--- config.mk ---
export PLATFORM = sky130hd
export DESIGN_NAME = touch_click_classifier
export DESIGN_NICKNAME = d
export VERILOG_FILES = /design/src/sv/tcc_pkg.sv /design/src/sv/touch_click_classifier.sv /design/src/sv/tcc_core.sv
export SDC_FILE = /design/constraint.sdc
export NUM_CORES = 1
export LEC_CHECK = 0
export ABC_AREA = 1
export BUFFER_PORTS_ARGS = -buffer_cell sky130_fd_sc_hd__buf_2
export CORE_ASPECT_RATIO = 1.5
export CORE_UTILIZATION = 30
export DETAILED_ROUTE_END_ITERATION = 6
export PLACE_DENSITY = 0.46
export RECOVER_POWER = 100
export SYNTH_ARGS = -nofsm -noshare
export SYNTH_HDL_FRONTEND = slang
export SYNTH_SLANG_ARGS = --single-unit
--- constraint.sdc ---
create_clock -name aclk -period 11.1 [get_ports aclk]
set_input_delay 0.555 -clock aclk [delete_from_list [all_inputs] [get_ports aclk]]
set_output_delay 0.555 -clock aclk [all_outputs]
set_load 0.01 [all_outputs]
--- src/sv/tcc_pkg.sv ---
`timescale 1ns / 1ps
// ----------------------------------------------------------------------------
// Touch click classifier package
// Shared types, event codes, register indexes and reset values.
// ----------------------------------------------------------------------------
package tcc_pkg;

    localparam int CFG_WIDTH   = 16;
    localparam int LEVEL_WIDTH = 16;
    localparam int EVENT_WIDTH = 3;
    localparam int INDEX_WIDTH = 3;

    typedef logic [CFG_WIDTH-1:0]   cfg_word_t;
    typedef logic [EVENT_WIDTH-1:0] event_t;
    typedef logic [INDEX_WIDTH-1:0] reg_index_t;

    // Event encoding used on event_code and held_state.
    localparam event_t EV_NONE      = 3'd0;
    localparam event_t EV_CLICK     = 3'd1;
    localparam event_t EV_LONG      = 3'd2;
    localparam event_t EV_SUPERLONG = 3'd3;
    localparam event_t EV_DOUBLE    = 3'd4;

    // Configuration register indexes.
    localparam reg_index_t REG_TOUCH_THRESHOLD = 3'd0;
    localparam reg_index_t REG_CLICK_MIN       = 3'd1;
    localparam reg_index_t REG_LONG_PRESS      = 3'd2;
    localparam reg_index_t REG_SUPERLONG_EXTRA = 3'd3;
    localparam reg_index_t REG_DOUBLE_WINDOW   = 3'd4;

    // Configuration reset values.
    localparam cfg_word_t RST_TOUCH_THRESHOLD = 16'd30;
    localparam cfg_word_t RST_CLICK_MIN       = 16'd50;
    localparam cfg_word_t RST_LONG_PRESS      = 16'd1000;
    localparam cfg_word_t RST_SUPERLONG_EXTRA = 16'd3000;
    localparam cfg_word_t RST_DOUBLE_WINDOW   = 16'd260;

    typedef struct packed {
        cfg_word_t touch_threshold;
        cfg_word_t click_min_ms;
        cfg_word_t long_press_ms;
        cfg_word_t superlong_extra_ms;
        cfg_word_t double_window_ms;
    } cfg_t;

    typedef struct packed {
        event_t event_code;
        event_t held_state;
        logic   go_home_pulse;
        logic   stop_continue_pulse;
    } result_t;

endpackage

--- src/sv/touch_click_classifier.sv ---
`timescale 1ns / 1ps
// ----------------------------------------------------------------------------
// Touch click classifier
// Classifies touch pad samples into click, long, super-long and double click
// events with valid/ready channels and a plain register write port.
// ----------------------------------------------------------------------------
// Path: a sample is held in the input register, and its result moves into the
// result register once that register is free or its result is taken.
// Throughput: one sample per cycle while results are taken; the classify logic
// sits between the input and result registers and updates its state in one pass.
// Reset: aresetn is synchronous and active low; it empties both registers,
// clears the press and click history and loads the register defaults.
module touch_click_classifier #(
    parameter int TIME_WIDTH = 32
) (
    input  logic                            aclk,
    input  logic                            aresetn,
    input  logic                            cfg_we,
    input  logic [tcc_pkg::INDEX_WIDTH-1:0] cfg_index,
    input  logic [tcc_pkg::CFG_WIDTH-1:0]   cfg_wdata,
    input  logic                            s_valid,
    output logic                            s_ready,
    input  logic [tcc_pkg::LEVEL_WIDTH-1:0] s_touch_level,
    input  logic [31:0]                     s_now_ms,
    output logic                            m_valid,
    input  logic                            m_ready,
    output logic [tcc_pkg::EVENT_WIDTH-1:0] m_event_code,
    output logic [tcc_pkg::EVENT_WIDTH-1:0] m_held_state,
    output logic                            m_go_home_pulse,
    output logic                            m_stop_continue_pulse
);
    import tcc_pkg::*;

    typedef logic [TIME_WIDTH-1:0] time_t;

    cfg_t    cfg_reg;
    logic    in_valid_reg;
    logic [LEVEL_WIDTH-1:0] level_reg;
    time_t   now_reg;
    logic    out_valid_reg;
    result_t out_reg;
    result_t result_next;
    logic    advance;

    // The sample moves into the result register when that register is free
    // or its result is being transferred out.
    assign advance = in_valid_reg && (!out_valid_reg || m_ready);
    assign s_ready = !in_valid_reg || advance;

    always_ff @(posedge aclk) begin
        if (!aresetn) begin
            cfg_reg.touch_threshold    <= RST_TOUCH_THRESHOLD;
            cfg_reg.click_min_ms       <= RST_CLICK_MIN;
            cfg_reg.long_press_ms      <= RST_LONG_PRESS;
            cfg_reg.superlong_extra_ms <= RST_SUPERLONG_EXTRA;
            cfg_reg.double_window_ms   <= RST_DOUBLE_WINDOW;
        end else if (cfg_we) begin
            unique case (cfg_index)
                REG_TOUCH_THRESHOLD: cfg_reg.touch_threshold    <= cfg_wdata;
                REG_CLICK_MIN:       cfg_reg.click_min_ms       <= cfg_wdata;
                REG_LONG_PRESS:      cfg_reg.long_press_ms      <= cfg_wdata;
                REG_SUPERLONG_EXTRA: cfg_reg.superlong_extra_ms <= cfg_wdata;
                REG_DOUBLE_WINDOW:   cfg_reg.double_window_ms   <= cfg_wdata;
                default: begin
                end
            endcase
        end
    end

    always_ff @(posedge aclk) begin
        if (!aresetn) begin
            in_valid_reg  <= 1'b0;
            out_valid_reg <= 1'b0;
        end else begin
            if (s_ready) begin
                in_valid_reg <= s_valid;
            end
            if (advance) begin
                out_valid_reg <= 1'b1;
            end else if (m_ready) begin
                out_valid_reg <= 1'b0;
            end
        end
    end

    always_ff @(posedge aclk) begin
        if (s_valid && s_ready) begin
            level_reg <= s_touch_level;
            now_reg   <= time_t'(s_now_ms);
        end
        if (advance) begin
            out_reg <= result_next;
        end
    end

    tcc_core #(
        .TIME_WIDTH(TIME_WIDTH)
    ) u_core (
        .aclk        (aclk),
        .aresetn     (aresetn),
        .fire        (advance),
        .touch_level (level_reg),
        .now_time    (now_reg),
        .cfg         (cfg_reg),
        .result      (result_next)
    );

    assign m_valid               = out_valid_reg;
    assign m_event_code          = out_reg.event_code;
    assign m_held_state          = out_reg.held_state;
    assign m_go_home_pulse       = out_reg.go_home_pulse;
    assign m_stop_continue_pulse = out_reg.stop_continue_pulse;

endmodule

--- src/sv/tcc_core.sv ---
`timescale 1ns / 1ps
// ----------------------------------------------------------------------------
// Touch click classifier core
// Holds the press timing and click history state and classifies one
// registered sample per cycle into a result, on the cycles when fire is high.
// ----------------------------------------------------------------------------
module tcc_core #(
    parameter int TIME_WIDTH = 32
) (
    input  logic                         aclk,
    input  logic                         aresetn,
    input  logic                         fire,
    input  logic [tcc_pkg::LEVEL_WIDTH-1:0] touch_level,
    input  logic [TIME_WIDTH-1:0]        now_time,
    input  tcc_pkg::cfg_t                cfg,
    output tcc_pkg::result_t             result
);
    import tcc_pkg::*;

    typedef logic [TIME_WIDTH-1:0] time_t;

    logic   press_captured_reg, press_captured_next;
    time_t  mark_time_reg, mark_time_next;
    logic   long_reported_reg, long_reported_next;
    logic   superlong_reported_reg, superlong_reported_next;
    logic   click_parity_reg, click_parity_next;
    time_t  click_time_a_reg, click_time_a_next;
    time_t  click_time_b_reg, click_time_b_next;
    time_t  last_gap_reg, last_gap_next;
    event_t last_event_reg, last_event_next;

    logic   touched;
    time_t  mark_base;
    time_t  elapsed;
    logic   long_hit;
    logic   superlong_hit;
    logic   click_hit;
    logic   double_hit;
    time_t  gap_ab;
    time_t  gap_ba;
    event_t event_code;

    always_comb begin
        touched = touch_level < cfg.touch_threshold;

        // A touch without a captured press starts timing at this sample.
        mark_base = press_captured_reg ? mark_time_reg : now_time;
        elapsed   = now_time - (touched ? mark_base : mark_time_reg);

        long_hit = touched && !long_reported_reg
                   && (elapsed > time_t'(cfg.long_press_ms));
        // A long click moves the mark to now; super-long is held off by long_hit
        // in the same sample.
        superlong_hit = touched && !long_hit && !superlong_reported_reg
                        && (elapsed > time_t'(cfg.superlong_extra_ms));
        click_hit = !touched && !long_reported_reg
                    && (elapsed > time_t'(cfg.click_min_ms));

        click_time_a_next = (click_hit && click_parity_reg) ? now_time : click_time_a_reg;
        click_time_b_next = (click_hit && !click_parity_reg) ? now_time : click_time_b_reg;
        click_parity_next = click_parity_reg ^ click_hit;

        gap_ab = click_time_a_next - click_time_b_next;
        gap_ba = click_time_b_next - click_time_a_next;

        // Equal click times leave the previous gap in place.
        last_gap_next = last_gap_reg;
        if (click_hit) begin
            if (click_time_a_next > click_time_b_next) begin
                last_gap_next = gap_ab;
            end else if (click_time_a_next < click_time_b_next) begin
                last_gap_next = gap_ba;
            end else begin
                last_gap_next = last_gap_reg;
            end
        end
        double_hit = click_hit && (last_gap_next < time_t'(cfg.double_window_ms));

        priority if (superlong_hit) begin
            event_code = EV_SUPERLONG;
        end else if (long_hit) begin
            event_code = EV_LONG;
        end else if (double_hit) begin
            event_code = EV_DOUBLE;
        end else if (click_hit) begin
            event_code = EV_CLICK;
        end else begin
            event_code = EV_NONE;
        end

        if (touched) begin
            press_captured_next     = 1'b1;
            mark_time_next          = (long_hit || superlong_hit) ? now_time : mark_base;
            long_reported_next      = long_reported_reg || long_hit;
            superlong_reported_next = superlong_reported_reg || superlong_hit;
        end else begin
            press_captured_next     = press_captured_reg && !click_hit;
            mark_time_next          = now_time;
            long_reported_next      = 1'b0;
            superlong_reported_next = 1'b0;
        end

        last_event_next = (event_code != EV_NONE) ? event_code : last_event_reg;

        result.event_code          = event_code;
        result.held_state          = last_event_next;
        result.go_home_pulse       = long_hit;
        result.stop_continue_pulse = click_hit;
    end

    always_ff @(posedge aclk) begin
        if (!aresetn) begin
            press_captured_reg     <= 1'b0;
            mark_time_reg          <= '0;
            long_reported_reg      <= 1'b0;
            superlong_reported_reg <= 1'b0;
            click_parity_reg       <= 1'b0;
            click_time_a_reg       <= '0;
            click_time_b_reg       <= '0;
            last_gap_reg           <= '1;
            last_event_reg         <= EV_NONE;
        end else if (fire) begin
            press_captured_reg     <= press_captured_next;
            mark_time_reg          <= mark_time_next;
            long_reported_reg      <= long_reported_next;
            superlong_reported_reg <= superlong_reported_next;
            click_parity_reg       <= click_parity_next;
            click_time_a_reg       <= click_time_a_next;
            click_time_b_reg       <= click_time_b_next;
            last_gap_reg           <= last_gap_next;
            last_event_reg         <= last_event_next;
        end
    end

    // A long or super-long flag can only be set while a press is captured.
    assert property (@(posedge aclk) disable iff (!aresetn)
        long_reported_reg |-> press_captured_reg)
        else $error("long click flag set without a captured press");

    assert property (@(posedge aclk) disable iff (!aresetn)
        superlong_reported_reg |-> press_captured_reg)
        else $error("super-long flag set without a captured press");

    // The gap is only ever loaded from two differing click times.
    assert property (@(posedge aclk) disable iff (!aresetn)
        last_gap_reg != '0)
        else $error("click gap became zero");

    // Each reported click moves the next click time to the other slot.
    assert property (@(posedge aclk) disable iff (!aresetn)
        fire && click_hit |=> click_parity_reg != $past(click_parity_reg))
        else $error("click parity did not toggle on a click");

endmodule

Word-level counts from Yosys, hierarchy flattened

Cells that the tools add are included.

Flip-flop bits (word level): 273
Latch bits: 0
Bits in writable memories: 0
Bits in read-only memories: 0
Bits of input ports: 72
Output and inout bits: 10
Memories kept: 0

Add/sub/neg operators: 3
$mul: 0
Divide/modulo/power cells: 0
$lt $le $gt $ge: 7
Equality and inequality tests: 4
Shift operators: 0
Mux-type cells: 19
Bitwise logic cells: 1
Reductions and logical operators: 34

Operators by type and width:

| cell                                                 | count |
|---|---|
| two-way mux 32 bit                                   | 9 |
| > comparator 32 x 16 -> 1 bit                        | 3 |
| subtractor 32 bit                                    | 3 |
| > comparator 32 bit                                  | 1 |
| less-than comparator 32 x 16 -> 1 bit                | 1 |
| less-than comparator 32 bit                          | 1 |
| less-than comparator 16 bit                          | 1 |
| logical AND 1 bit                                    | 13 |
| two-way mux 3 bit                                    | 4 |
| AND reduction 2 bit                                  | 5 |
| zero test 1 bit                                      | 8 |
| equality test 3 x 2 -> 1 bit (second input constant) | 2 |
| two-way mux 1 bit                                    | 6 |
| logical OR 1 bit                                     | 5 |
| equality test 3 x 1 -> 1 bit (second input constant) | 1 |
| equality test 3 bit (second input constant)          | 1 |
| zero test 3 bit                                      | 1 |
| nonzero test 3 bit                                   | 1 |
| nonzero test 2 bit                                   | 1 |
| XOR 1 bit                                            | 1 |

Logic depth before layout (Yosys ltp)

Depth in word-level cells: 18
Mapped depth: 73
Depth with buffers taken out: 64

Cells and area by module

A second synthesis with hierarchy kept.

Cell total of the unflattened synthesis: 3,114
Area, all modules: 20,534.7 um2

Modules (own cells, without submodules):

| module                 | times used | cells an instance | area an instance (um2) | sequential area each (um2) |
|---|---|---|---|---|
| tcc_core               | 1          | 2,602             | 15,617.5               | 2,702.6 |
| touch_click_classifier | 1          | 512               | 4,917.2                | 3,323.2 |

Least setup slack after synthesis

OpenSTA, ideal clock, no wires.

Path type: register -> register
Start point: register level_reg[11]
End point: register out_reg, in the netlist m_held_state[0], data pin
Arrival: 8,640 ps
Path slack: 2,199 ps
Stages on the path, launching flop included: 65
Path buffers: 8
Clock period less this slack: 8,901 ps
Cells stage by stage: edfxtp_1 -> ha_1 -> nand2_1 -> inv_1 -> o21ai_0 -> a21oi_1 -> nor2_1 -> nand2_2 -> clkbuf_1 -> nand2_1 -> o21ai_0 -> ha_1 -> inv_1 -> fa_1 -> nand3_1 -> nand3_2 -> nand2_1 -> nand2_1 -> [29 not listed] -> buf_6 -> buf_6 -> buf_2 -> nand2_1 -> a21oi_1 -> a31oi_1 -> o22a_1 -> ha_1 -> a21oi_1 -> nor2_1 -> a211oi_1 -> o221ai_1 -> nor2_1 -> nand3_1 -> nor2_2 -> nand2_1 -> nand2_2 -> nand3_1

RTL lines:

| element                | line                         | text |
|---|---|---|
| from (decl)            | touch_click_classifier.sv:38 | `logic [LEVEL_WIDTH-1:0] level_reg;` |
| from (signal assigned) | touch_click_classifier.sv:88 | `level_reg <= s_touch_level;` |
| to (signal assigned)   | touch_click_classifier.sv:92 | `out_reg <= result_next;` |
| to (decl)              | touch_click_classifier.sv:41 | `result_t out_reg;` |

==> flow_metrics.tcl <==
set metrics [dict create \
    status "finished, violations left" \
    failed_checks "capacitance limit, slew limit" \
    gp_congestion 1.01 \
    synth-async-reset-ratio_pct 0 \
    grt_pass1_wl_um 106000 \
    synthSimpleGateAreaFrac_pct 19.9 \
    antenna_found_initial 0 \
    hp-class "input port to flop" \
    crit_type "flop to flop" \
    synth.area.top_cells "dfxtp_1, nand2_1, ha_1, o21ai_0, edfxtp_1" \
    setup_viol 0 \
    cap_violations 5 \
    maxSlewHeadroom_pct -133 \
    hold_buffers 0 \
    avgSynthCellArea_um2 6.80 \
    numCtsBuffers 30 \
    die-area_um2 66700 \
    cp-end-kind "flop" \
    area.growth.synth_to_final_pct 10.7 \
    ant_nets 0 \
    power.net_switching_w 0.00175 \
    critPathRequiredTime_ps 11460 \
    muxShareOfSynthArea_pct 0.559 \
    synth.distinct_cells 55 \
    drive_gt1_share_pct 6.89 \
    synth_compound_area_share_pct 23.6 \
    yosysWarnings 0 \
    r2r_cells 54 \
    cts_root_buf "clkbuf_16" \
    hpwl_um 55200 \
    swShare_pct 43.9 \
    intPower_w 0.00224 \
    reg2reg_setup_slack_ps 900 \
    routed_wirelength_um 69600 \
    max_freq_mhz 98.0 \
    min_period_ps 10200 \
    drc_errors 0 \
    coreArea_um2 64600 \
    drt-vias-per-instance 4.92 \
    drv_slew 305 \
    synth_top_family_by_area "compound AO/OA/AOI/OAI gates" \
    numPortBuffers 81 \
    cp.arrival_ps 10560 \
    grt_usage_pct 20.8 \
    ys.flop_type "dfxtp_1" \
    antenna_cells 0 \
    p_leak_nw 9.98 \
    synth_edf_count 56 \
    slowest_delay_ps 530 \
    ys_ff_latch 273 \
    clkSinkCount 273 \
    seq_area_frac_synth_pct 30.6 \
    yosys.area.top_type "dfxtp_1" \
    wire_per_inst_um 18.3 \
    p_seq_share_pct 28.0 \
    worst-path-max-fanout 34 \
    tightest_slew_ps 3490 \
    worstHoldPathCells 1 \
    clockBufferDepth 3 \
    cp_slowest_cell "xor2_1" \
    synth_top_area_share_pct 22.1 \
    synthAdderAreaFrac_pct 11.4 \
    fin_worst_skew_ps 34.8 \
    grt_pass1_vias 18369 \
    fp.dieW_um 211 \
    power_w 0.00400 \
    dpl.cell_count 3746 \
    synth.net_count 3143 \
    insertion_delay_ps 610 \
    num_rows 114 \
    rsz0062_at_grt "no" \
    h-tree-depth 1 \
    peakVddDrop_uv 129 \
    overflow 0 \
    vias 18724 \
    worstHoldEndpoint "now_reg[1]$_DFFE_PP_" \
    ios 82 \
    tns_ps 0 \
    netlist_area_um2 19700 \
    largest_register_ffs 80 \
    cts.clk_slew.worst_paths_ps 70 \
    startpoint_type "flop" \
    dieHeight_um 316 \
    cp_common_cell "nand2_1" \
    synthXorXnorAreaFrac_pct 2.54 \
    post-cts-setup-buffer-count 0 \
    pwr_density_cell_nw_per_um2 183 \
    final_cells 3802 \
    drt_iter0_drc 1124 \
    reg2reg_to "m_held_state[0]$_DFFE_PP_" \
    grt_max_degree 90 \
    start_util_pct 30.5 \
    nets 3157 \
    syn_inst 2894 \
    min_from "s_now_ms[1]" \
    finalHoldViolations 0 \
    r2r_start "level_reg[9]$_DFFE_PP_" \
    combPwrFrac_pct 46.1 \
    firstDrtPassIters 5 \
    fin_crit_sh_pct 91.9 \
    cts_tree "built" \
    power_frac_clock_pct 25.9 \
]
==> final cells by class <==
| cell class | instances | area, um^2 |
|---|---|---|
| multi-input cells | 2050 | 11400 |
| flip-flops and latches | 273 | 6030 |
| clock buffers | 30 | 751 |
| repair buffers | 109 | 581 |
| clock inverters | 26 | 259 |
| fillers | 7030 | 42800 |
| well taps | 870 | 1090 |
| inverters | 444 | 1670 |
==> power groups by stage <==
stage | Sequential (W) | Combinational (W) | Clock [W]
CTS | 0.00112 | 0.00184 | 0.00107
floorplan | 0.00112 | 0.00124 | 0
global placement | 0.00114 | 0.00183 | 0
finish | 0.00112 | 0.00184 | 0.00104
detailed placement | 0.00114 | 0.00183 | 0
global route | 0.00112 | 0.00204 | 0.00110
==> worst max path at each step <==
stage / startpoint / to / slack, ps
after detailed placement: level_reg[9]$_DFFE_PP_ / m_held_state[0]$_DFFE_PP_ / 830
after global placement: cfg_reg[73]$_SDFFE_PN0P_ / u_core.last_event_reg[0]$_SDFFE_PN0P_ / 780
after floorplan: level_reg[11]$_DFFE_PP_ / m_held_state[0]$_DFFE_PP_ / 2200
after CTS: level_reg[9]$_DFFE_PP_ / m_held_state[0]$_DFFE_PP_ / 800
final: level_reg[9]$_DFFE_PP_ / m_held_state[0]$_DFFE_PP_ / 900
after global routing: level_reg[7]$_DFFE_PP_ / u_core.last_event_reg[0]$_SDFFE_PN0P_ / 4
==> cells in the final DEF, fill, tap and decap left out, types with 13 or more instances in the layout <==
master / netlist / routed
a211oi_1: 17 / 17
a21o_1: 13 / 13
a21oi_1: 335 / 335
buf_2: 15 / 67
buf_4: 2 / 19
clkbuf_1: 82 / 22
clkbuf_16: 0 / 30
dfxtp_1: 217 / 217
edfxtp_1: 56 / 56
ha_1: 174 / 172
inv_1: 431 / 429
nand2_1: 643 / 644
nand2_2: 20 / 19
nand3_1: 59 / 60
nand4_1: 14 / 14
nor2_1: 165 / 165
nor3_1: 15 / 15
o211ai_1: 33 / 33
o21ai_0: 345 / 380
o21bai_1: 18 / 18
xor2_1: 46 / 46
==> Yosys cell counts (7+ instances only) <==
master	number
inv_2	12
nand4_1	14
nor2_1	165
nor3_1	15
edfxtp_1	56
a31oi_1	7
a2bb2oi_1	7
mux2i_1	11
dfxtp_1	217
o211ai_1	33
a21oi_1	335
inv_1	431
o21ai_0	345
xnor2_1	11
a211oi_1	17
buf_6	9
clkbuf_1	82
nand2_1	643
nor2_2	12
nand2_2	20
nand3_1	59
buf_2	15
a21o_1	13
o21bai_1	18
o221ai_1	7
xor2_1	46
o21ai_1	41
clkbuf_2	13
ha_1	174
==> metal layers <==
layer	vias to the layer above	global-route usage, %	share of wire [%]
met4	0	11.8	5.7
met5	-	0	0
met1	8642	23.8	41
met3	150	1.47	2.6
li1	9526	-	-
met2	406	37.8	51
==> cells by family after synthesis <==
| group | after synthesis |
|---|---|
| and+or+nand+nor | 951 |
| DFF | 273 |
| buffers and inverters | 571 |
| AOI/OAI and AO/OA | 854 |
| adders and majority gates | 177 |
| xor gates and xnor gates | 57 |
| muxes | 11 |
==> stage by stage <==
step | utilization (%) | worst slack (ps) | instance area, um^2 | hold slack (ps)
3_5_place_dp | 32.2 | 834 | 20800 | 445
3_3_place_gp | 32.2 | 783 | 20800 | 438
2_1_floorplan | - | 2200 | 19700 | 424
4_1_cts | 33.8 | 795 | 21800 | 73.9
5_1_grt | 33.7 | 4.16 | 21800 | 86.2
6_report | 33.7 | 900 | 21800 | 115
==> repair_timing <==
| item | 4_1_cts | 5_1_grt |
|---|---|---|
| endpoints found under the setup margin | 0 | 5 |
| hold endpoints to repair | 0 | 0 |
| resized for setup | 0 | 1 |
==> worst max-delay path, delay by kind of cell, from the launching register on <==
kind | cells | cell delay (ps)
XOR/XNOR | 1 | 530
AO/OA/AOI/OAI | 13 | 2690
adder cells (fa/ha/maj) | 7 | 2080
AND/OR/NAND/NOR | 27 | 3250
flip-flops | 1 | 370
buffers and inverters | 6 | 1020
(Power assumes the default switching activity.)
